`src/design/wrm_pkg.sv`:
```
// Shared types and constants for the windowed rpm meter.
// Holds the transaction structs, the controller state type and all sizing constants.
// No dependencies.
`timescale 1ns / 1ps
`default_nettype none

package wrm_pkg;

    // Sizing of the channel rings
    localparam int CHANNELS    = 4;
    localparam int WINDOW      = 5;
    localparam int CHAN_W      = 2;
    localparam int TIME_W      = 64;
    localparam int RATE_W      = 40;
    localparam int RPM_W       = 24;
    localparam int POS_W       = $clog2(WINDOW);
    localparam int CNT_W       = $clog2(WINDOW + 1);
    localparam int PROD_W      = RATE_W + CNT_W;
    localparam int ITER_W      = $clog2(PROD_W + 1);
    localparam int STORE_DEPTH = CHANNELS * WINDOW;
    localparam int STORE_AW    = $clog2(STORE_DEPTH);

    localparam logic [RATE_W-1:0] RATE_RESET = 40'd12000000000;

    // Configuration port: 64-bit registers at byte address 8*i
    localparam int APB_AW    = 4;
    localparam int APB_DW    = 64;
    localparam int REG_IDX_W = APB_AW - 3;
    localparam logic [REG_IDX_W-1:0] REG_RATE_SCALE = 1'b0;

    typedef struct packed {
        logic [CHAN_W-1:0] channel;
        logic [TIME_W-1:0] edge_time_ns;
    } sample_t;

    typedef struct packed {
        logic [CHAN_W-1:0] result_channel;
        logic [RPM_W-1:0]  rpm;
        logic              saturated;
    } rpm_result_t;

    typedef enum logic [2:0] {
        ST_IDLE,
        ST_READ,
        ST_SPAN,
        ST_LOAD,
        ST_DIV,
        ST_DONE
    } wrm_state_t;

endpackage

`default_nettype wire

```
`src/design/wrm_div.sv`:
```
// Bit-serial restoring divider for the rpm quotient.
// One quotient bit per cycle.
// Depends on wrm_pkg.
`timescale 1ns / 1ps
`default_nettype none

module wrm_div
    import wrm_pkg::*;
(
    input  wire logic              clk,
    input  wire logic              rst_n,
    input  wire logic              start,
    input  wire logic [PROD_W-1:0] dividend,
    input  wire logic [TIME_W-1:0] divisor,
    output logic                   done,
    output logic [PROD_W-1:0]      quotient
);

    logic              busy_reg;
    logic              done_reg;
    logic [ITER_W-1:0] cnt_reg;
    logic [TIME_W-1:0] rem_reg;
    logic [PROD_W-1:0] quo_reg;

    logic [TIME_W:0]   rem_shift;
    logic [TIME_W-1:0] rem_diff;
    logic              fits;
    logic [TIME_W-1:0] rem_next;
    logic [PROD_W-1:0] quo_next;

    // Shift in the next dividend bit and try the subtraction
    always_comb
    begin
        rem_shift = {rem_reg, quo_reg[PROD_W-1]};
        rem_diff  = rem_shift[TIME_W-1:0] - divisor;
        fits      = (rem_shift >= {1'b0, divisor});
        rem_next  = fits ? rem_diff : rem_shift[TIME_W-1:0];
        quo_next  = {quo_reg[PROD_W-2:0], fits};
    end

    // Iteration control
    always_ff @(posedge clk or negedge rst_n)
    begin
        if (!rst_n)
        begin
            busy_reg <= 1'b0;
            done_reg <= 1'b0;
            cnt_reg  <= '0;
        end
        else
        begin
            done_reg <= 1'b0;
            if (start)
            begin
                busy_reg <= 1'b1;
                cnt_reg  <= ITER_W'(PROD_W);
            end
            else if (busy_reg)
            begin
                cnt_reg <= cnt_reg - 1'b1;
                if (cnt_reg == ITER_W'(1))
                begin
                    busy_reg <= 1'b0;
                    done_reg <= 1'b1;
                end
            end
        end
    end

    // Remainder and quotient shift registers
    always_ff @(posedge clk)
    begin
        if (start)
        begin
            rem_reg <= '0;
            quo_reg <= dividend;
        end
        else if (busy_reg)
        begin
            rem_reg <= rem_next;
            quo_reg <= quo_next;
        end
    end

    assign done     = done_reg;
    assign quotient = quo_reg;

endmodule

`default_nettype wire

```
`src/design/windowed_rpm_meter.sv`:
```
// A sample is accepted in ST_IDLE and goes through ST_READ, ST_SPAN, ST_LOAD
// and the bit-serial divider in ST_DIV; its result is registered in ST_DONE.
// One sample is in work at a time: no new sample is taken until the current
// result has gone into the output register, where it waits while the next
// sample is taken. Reset clears the ring valid bits (rings read as zero), write
// positions, window-full flags and sets rate_scale to 12000000000.
`timescale 1ns / 1ps
`default_nettype none

module windowed_rpm_meter
    import wrm_pkg::*;
(
    input  wire logic              clk,
    input  wire logic              rst_n,
    // Edge samples
    input  wire logic              sample_valid,
    output logic                   sample_ready,
    input  wire sample_t           sample,
    // Rate results
    output logic                   result_valid,
    input  wire logic              result_ready,
    output rpm_result_t            result,
    // Configuration
    input  wire logic              psel,
    input  wire logic              penable,
    input  wire logic              pwrite,
    input  wire logic [APB_AW-1:0] paddr,
    input  wire logic [APB_DW-1:0] pwdata,
    output logic [APB_DW-1:0]      prdata,
    output logic                   pready
);

    wrm_state_t state_reg, state_next;

    logic [RATE_W-1:0]   rate_scale_reg;

    logic [POS_W-1:0]    wpos_reg [CHANNELS];
    logic                full_reg [CHANNELS];
    logic [STORE_DEPTH-1:0] store_valid_reg;
    logic [TIME_W-1:0]   store_mem [STORE_DEPTH];

    logic [CHAN_W-1:0]   ch_reg;
    logic [TIME_W-1:0]   now_reg;
    logic                chan_ok_reg;
    logic [CNT_W-1:0]    count_reg;
    logic [POS_W-1:0]    slot_reg;
    logic [STORE_AW-1:0] rd_addr_reg;
    logic [STORE_AW-1:0] wr_addr_reg;
    logic [TIME_W-1:0]   rd_data_reg;
    logic                rd_valid_reg;
    logic [TIME_W-1:0]   span_reg;
    logic [PROD_W-1:0]   prod_reg;
    logic                empty_reg;

    logic                out_valid_reg;
    rpm_result_t         out_reg;

    logic                accept;
    logic                div_start;
    logic                div_done;
    logic [PROD_W-1:0]   quotient;
    logic                out_free;
    logic                cfg_write;

    logic                in_chan_ok;
    logic [POS_W-1:0]    in_pos;
    logic                in_full;
    logic [CNT_W-1:0]    in_count;
    logic [POS_W-1:0]    in_oldest;
    logic [TIME_W-1:0]   oldest;
    logic [POS_W-1:0]    pos_inc;
    logic                pos_wrap;
    logic                sat;

    // Configuration register
    assign pready    = 1'b1;
    assign cfg_write = psel && penable && pwrite && pready &&
                       (paddr[APB_AW-1:3] == REG_RATE_SCALE);
    assign prdata    = (paddr[APB_AW-1:3] == REG_RATE_SCALE) ?
                       APB_DW'(rate_scale_reg) : '0;

    always_ff @(posedge clk or negedge rst_n)
    begin
        if (!rst_n)
        begin
            rate_scale_reg <= RATE_RESET;
        end
        else if (cfg_write)
        begin
            rate_scale_reg <= pwdata[RATE_W-1:0];
        end
    end

    // Controller
    always_ff @(posedge clk or negedge rst_n)
    begin
        if (!rst_n)
        begin
            state_reg <= ST_IDLE;
        end
        else
        begin
            state_reg <= state_next;
        end
    end

    assign out_free = !out_valid_reg || result_ready;

    always_comb
    begin
        state_next   = state_reg;
        sample_ready = 1'b0;
        div_start    = 1'b0;
        unique case (state_reg)
            ST_IDLE:
            begin
                sample_ready = 1'b1;
                if (sample_valid)
                begin
                    state_next = ST_READ;
                end
            end
            ST_READ:
            begin
                state_next = ST_SPAN;
            end
            ST_SPAN:
            begin
                state_next = ST_LOAD;
            end
            ST_LOAD:
            begin
                div_start  = 1'b1;
                state_next = ST_DIV;
            end
            ST_DIV:
            begin
                if (div_done)
                begin
                    state_next = ST_DONE;
                end
            end
            ST_DONE:
            begin
                if (out_free)
                begin
                    state_next = ST_IDLE;
                end
            end
            default:
            begin
                state_next = ST_IDLE;
            end
        endcase
    end

    assign accept = sample_valid && sample_ready;

    // Look up the channel's ring position at acceptance
    always_comb
    begin
        in_chan_ok = (32'(sample.channel) < CHANNELS);
        in_pos     = wpos_reg[sample.channel];
        in_full    = full_reg[sample.channel];
        if (32'(in_pos) >= WINDOW)
        begin
            in_pos = '0;
        end
        in_count  = in_full ? CNT_W'(WINDOW) : CNT_W'(in_pos);
        in_oldest = in_full ? in_pos : '0;
    end

    // Capture the sample and ring addresses
    always_ff @(posedge clk)
    begin
        if (accept)
        begin
            ch_reg      <= sample.channel;
            now_reg     <= sample.edge_time_ns;
            chan_ok_reg <= in_chan_ok;
            count_reg   <= in_chan_ok ? in_count : '0;
            slot_reg    <= in_pos;
            rd_addr_reg <= STORE_AW'(32'(sample.channel) * WINDOW + 32'(in_oldest));
            wr_addr_reg <= STORE_AW'(32'(sample.channel) * WINDOW + 32'(in_pos));
        end
    end

    // Ring store: registered read, then write of the new time
    always_ff @(posedge clk)
    begin
        if (state_reg == ST_READ)
        begin
            rd_data_reg  <= store_mem[rd_addr_reg];
            rd_valid_reg <= store_valid_reg[rd_addr_reg];
        end
        if (state_reg == ST_SPAN && chan_ok_reg)
        begin
            store_mem[wr_addr_reg] <= now_reg;
        end
    end

    assign oldest   = rd_valid_reg ? rd_data_reg : '0;
    assign pos_inc  = slot_reg + 1'b1;
    assign pos_wrap = (32'(slot_reg) + 1 >= WINDOW);

    // Span and scaled count; advance the ring position
    always_ff @(posedge clk)
    begin
        if (state_reg == ST_SPAN)
        begin
            span_reg  <= now_reg - oldest;
            prod_reg  <= PROD_W'(rate_scale_reg) * PROD_W'(count_reg);
            empty_reg <= (count_reg == '0);
        end
    end

    always_ff @(posedge clk or negedge rst_n)
    begin
        if (!rst_n)
        begin
            store_valid_reg <= '0;
            for (int i = 0; i < CHANNELS; i++)
            begin
                wpos_reg[i] <= '0;
                full_reg[i] <= 1'b0;
            end
        end
        else if (state_reg == ST_SPAN && chan_ok_reg)
        begin
            store_valid_reg[wr_addr_reg] <= 1'b1;
            wpos_reg[ch_reg] <= pos_wrap ? '0 : pos_inc;
            if (pos_wrap)
            begin
                full_reg[ch_reg] <= 1'b1;
            end
        end
    end

    // Serial division of the scaled count by the span
    wrm_div u_div (
        .clk      (clk),
        .rst_n    (rst_n),
        .start    (div_start),
        .dividend (prod_reg),
        .divisor  (span_reg),
        .done     (div_done),
        .quotient (quotient)
    );

    // Hold the result until the output transaction completes
    assign sat = |quotient[PROD_W-1:RPM_W];

    always_ff @(posedge clk or negedge rst_n)
    begin
        if (!rst_n)
        begin
            out_valid_reg <= 1'b0;
        end
        else if (state_reg == ST_DONE && out_free)
        begin
            out_valid_reg <= 1'b1;
        end
        else if (result_ready)
        begin
            out_valid_reg <= 1'b0;
        end
    end

    always_ff @(posedge clk)
    begin
        if (state_reg == ST_DONE && out_free)
        begin
            out_reg.result_channel <= ch_reg;
            if (empty_reg)
            begin
                out_reg.rpm       <= '0;
                out_reg.saturated <= 1'b0;
            end
            else
            begin
                out_reg.rpm       <= sat ? '1 : quotient[RPM_W-1:0];
                out_reg.saturated <= sat;
            end
        end
    end

    assign result_valid = out_valid_reg;
    assign result       = out_reg;

endmodule

`default_nettype wire
```
`config.mk`:
```
export PLATFORM = sky130hd
export DESIGN_NAME = windowed_rpm_meter
export DESIGN_NICKNAME = d
export VERILOG_FILES = /design/src/design/wrm_pkg.sv /design/src/design/wrm_div.sv /design/src/design/windowed_rpm_meter.sv
export SDC_FILE = /design/constraint.sdc
export NUM_CORES = 2
export LEC_CHECK = 0
export ABC_AREA = 1
export ABC_CLOCK_PERIOD_IN_PS = 34800
export BUFFER_PORTS_ARGS = -buffer_cell sky130_fd_sc_hd__buf_4
export CAP_MARGIN = 10
export CORE_UTILIZATION = 35
export DETAILED_ROUTE_END_ITERATION = 12
export PLACE_DENSITY = 0.6
export SYNTH_ARGS = -nofsm -noshare
export SYNTH_HDL_FRONTEND = slang
export SYNTH_SLANG_ARGS = --single-unit
```
`constraint.sdc`:
```
create_clock -name clk -period 34.8 [get_ports clk]
set_input_delay 1.74 -clock clk [delete_from_list [all_inputs] [get_ports clk]]
set_output_delay 1.74 -clock clk [all_outputs]
set_load 0.02 [all_outputs]
```
**Word-level counts from Yosys, hierarchy flattened**

Memory sizes are Yosys's and may differ from the RTL's. A register that Yosys moved wholly into a read port is not among the register bits.
Cells that the tools add are included.
Widths: inputs -> output; s select.

- Register bits after elaboration: 413
- Memory bits (writable): 1280
- Input bits: 141
- Logic and storage cells: 121
- Memories kept: 1

Memories:

| name | depth | width | read ports | clocked after memory_dff | wr ports | line | text |
|---|---|---|---|---|---|---|---|
| store_mem | 20 | 64 | 1 | 1 | 1 | windowed_rpm_meter.sv:40 | `logic [TIME_W-1:0] store_mem [STORE_DEPTH];` |

- Add/subtract/negate cells: 7
- Multipliers: 2
- Order comparisons: 9
- Eq/ne operators: 9
- Multiplexer cells: 42
- Bitwise operators: 5
- Reductions and logical operators: 16

Operator list:

| cell | number |
|---|---|
| $mux 64 | 2 |
| $sub 64x64->64 | 2 |
| $mux 43 | 2 |
| $ge 65x64->1 | 1 |
| $mul 40x3->43 | 1 |
| $mux 40 | 1 |
| $mux 3 | 9 |
| $mux 24 | 1 |
| $or 20x20->20 | 1 |
| $reduce_or 19->1 | 1 |
| $pmux 3 s6 | 1 |
| $mux 1 | 17 |
| $bwmux 12 | 1 |
| $lt 5x6->1 const B | 2 |
| $mux 6 | 2 |
| $add 5x3->5 | 2 |
| $ge 3x3->1 const B | 3 |
| $logic_and 1x1->1 | 7 |
| $bmux 3 s2 | 1 |
| $demux 3 s2 | 1 |
| $eq 3x2->1 const B | 2 |
| $eq 3x3->1 const B | 2 |
| $eq 6x1->1 const B | 1 |
| $logic_not 3->1 | 2 |
| other kinds (22) | 25 |

**Logic depth before layout (Yosys ltp)**

- Word-level depth: 8
- Depth in mapped cells: 19
- Depth with buffers taken out: 19

**Hierarchy**

From an unflattened synthesis, not the netlist that was laid out.

- Cells, all modules: 8570
- Area, all modules: 84232.0 µm²

Modules (own cells, without submodules):

| module | instances | cells each | area an instance (µm²) | sequential area each (µm²) |
|---|---|---|---|---|
| windowed_rpm_meter | 1 | 6546 | 72729.8 | 48921.9 |
| wrm_div | 1 | 2024 | 11502.3 | 2772.7 |

**Worst setup path before layout**

OpenSTA, ideal clock, no wires.

- Path kind: reg-to-reg
- Start: register state_reg[2]
- End: memory store_mem[13][0], enable pin
- Library setup time: 0.486 ns
- Arrival time: 13.207 ns
- Slack: 21.108 ns
- Cell stages (with the launch flop): 4
- Buffers on the path: 0
- Period minus slack after synthesis: 13.692 ns
- Cells stage by stage: dfrtp_1 > nor3_1 > nand3_1 > nor2_1

- Longest elaborated chain between the ends: 3

Ends and longest elaborated chain:

| item | line | text |
|---|---|---|
| start: declaration | windowed_rpm_meter.sv:33 | `wrm_state_t state_reg, state_next;` |
| start signal: assignment | windowed_rpm_meter.sv:103 | `state_reg <= state_next;` |
| $eq 3x2->1 | windowed_rpm_meter.sv:196 | `if (state_reg == ST_SPAN && chan_ok_reg)` |
| $mux 1 | windowed_rpm_meter.sv:196 |  |
| $mux 1 (implied by the code) | windowed_rpm_meter.sv:198 | `store_mem[wr_addr_reg] <= now_reg;` |
| end: declaration | windowed_rpm_meter.sv:40 |  |

Every way passes these cells.

**Final worst setup path**

- Start: register state_reg[2]
- End: memory store_mem[1][26], enable pin

The elaborated chain is that of the path after synthesis.

==> run summary <==
ys async rst share: 5.009%
Max H-tree Level: 4
Fmax: 0.1894 GHz
number of global-route vias before repair: 55,710
clk slew on worst S/H paths: 0.06 ns
grt total ovfl: 0
Worst R2R Setup Slack: 29.52 ns
critical path launch point type: register
gp weighted congestion: 1.003
Layout area overhead: 12.89%
Adder-Cell Fraction of Synth Area: 3.805%
Largest register FFs: 1,280
routed wire length: 241.2 mm
Synth cell types: 55
CP endpoint kind: register
core box area: 0.2325 mm²
CTS tree: done
synthesized-area fraction occupied by and/or/nand/nor cells: 13.85%
# Max-Cap Violations: 0
Die Wd: 485.5 µm
Yosys Warn Count: 0
Worst Tran Pin Value: 1.152 ns
Clock Skew: 0.07274 ns
die span in y: 485.5 µm
largest net degree at the start of global routing: 179
starting density of the core: 35.18%
Synth Area in XOR/XNOR: 1.392%
M1 WL: 106.4 mm
status: complete, no violations
I/O pin count: 235
Setup WS pre-CTS: 29.53 ns
RSZ-0062 raised after global routing: no
top cell type's share of synthesized area: 58.92%
mux contribution to synthesized area: 0%
Tcrit/Tclk final: 15.17%
post-route cell area: 0.09235 mm²
DR vias: 58,450
Placed Cells: 10,740
max-slew violation count: 0
HPWL after DPL: 149.2 mm
placed inst area: 0.08646 mm²
Max FO, Critical Path: 68
gr usage total: 19.98%
setup bufs post-CTS: 0
vias per cell: 5.276
top-count cell post-synth: edfxtp_1
Max-slew headroom: 23.21%
max layer used: met5
Post-Layout Cell Count: 11,080
Post-CTS Resized: 0
Post-DRT Antenna Nets: 0
largest family of logic cells by synthesized area: simple AND/OR/NAND/NOR gates
CP required: 35.22 ns
Yosys top cell by area: edfxtp_1
synth cell count leaders: 1,605 x edfxtp_1, 1,402 x nand2_1, 985 x nor2_1
fin nets: 8,248
Pre-antenna DRT Iters: 6
clk root buf: clkbuf_16
Reg with most FFs: store_mem
layout cells sized above 1: 8.003%
Synth Area in Compound Gates: 12.04%
Main synth FF type: edfxtp_1
Worst EP arrival: 5.70 ns
Yosys reg bits: 1,757
first-pass GRT wire length: 356.0 mm
cts hold-fix bufs: 0
critical path class: reg -> reg
initial detailed-routing violation count: 6,076
Synth Instances: 7,763
metal2 WL: 111.2 mm
average cell area after synthesis: 10.54 µm²
mapped cell area: 0.08180 mm²
initial antenna violation count: 8
Final WS setup: 29.52 ns
Clock Sinks: 1,757
Max clock buf depth: 3
port buffer count: 182
Post-synth EDFFs: 1,605
post-synthesis sequential area ratio: 63.19%
DR WL/cell: 21.77 µm
DRC Markers: 0
peak supply drop: 55.40 µV
met3 wire len: 16.31 mm
largest cells by area after synthesis: edfxtp_1 59%, nand2_1 6.4%, o21ai_0 4.8%, nor2_1 4.5%, inv_1 3.7%
Hold WC Path Type: reg -> reg
Std-Cell Rows: 177
CTS buffer count: 183
Die ar.: 0.2357 mm²
Final Setup Violations: 0
power per cell area: 48.49 mW/mm²
Sum Neg Setup Slack: 0 ns
Tmin final: 5.280 ns
Final Hold Viols: 0
Skew-Pair Late Insertion Delay: 0.84 ns
P_leak: 34.47 nW
## cell type report
type,instances,area [µm²]
clock inverters,108,1101
clock buffers,227,4786
repair buffers,286,2172
well taps,3043,3807
inverters,808,3055
diodes,2,5.005
flip-flops and latches,1757,51690
fillers,22420,140200
multi-input cells,4848,25730
## layer usage
metal,vias up,global-route usage (%)
met3,361,2.754
met5,-,0
met4,6,6.291
li1,27230,-
met2,2083,32.17
met1,28770,27.79
## power by group
part / switching [W] / leakage [nW] / internal [W] / total, W
combinational: 0.000162 / 15.8 / 0.0000873 / 0.000250
clock: 0.000847 / 2.83 / 0.00108 / 0.00192
sequential: 0.0000133 / 15.9 / 0.00229 / 0.00231
## worst max-delay path, cell delays in order, from the launching register on
cell and delay (ns):
dfrtp_1 0.47, nor3_2 0.19, buf_4 0.52, buf_4 0.78, nand3_1 0.78, nor2_4 1.10, buf_4 0.92
## worst paths after layout
kind / from / cells past startpoint / endpoint
min reg2reg: store_valid_reg[13] / 2 / store_valid_reg[13]
max reg2reg: state_reg[2] / 6 / store_mem[1][26]
max: state_reg[2] / 6 / store_mem[1][26]
max in group asynchronous: rst_n / 2 / store_valid_reg[3]
min: store_valid_reg[13] / 2 / store_valid_reg[13]
min in group asynchronous: rst_n / 1 / rate_scale_reg[1]
## per-stage QoR
stage               utilization, %  hold WS (ns)  total power, W
finish                       39.71        0.4564        0.004478
global route                 39.71        0.4825        0.004620
CTS                          39.71        0.4617        0.004513
detailed placement           37.18        0.4475        0.002600
global placement             37.18        0.4448        0.002599
floorplan                        -        0.4273        0.002512
## layout by cell type, fill, tap and decap left out, drive strengths merged, types with 76 or more instances in the layout
cell	netlist	routed
nand2	1410	1410
o21ai	796	796
a21oi	314	314
clkbuf	285	227
clkinv	3	78
ha	180	180
o22ai	170	170
nand3	254	254
edfxtp	1605	1605
o221ai	103	103
dfrtp	76	76
xor2	76	76
inv	805	815
nor2	999	999
buf	88	286
## cell families (layout without fill, tap and decap cells)
kind of cell,Yosys count,in the layout
buffers and inverters,1181,1429
and+or+nand+nor,2802,2802
AOI/OAI and AO/OA,1668,1668
xor gates and xnor gates,130,130
other,2,27
DFF,1757,1757
adders and majority gates,223,223
Note: power is estimated with default switching activity, not from simulation.
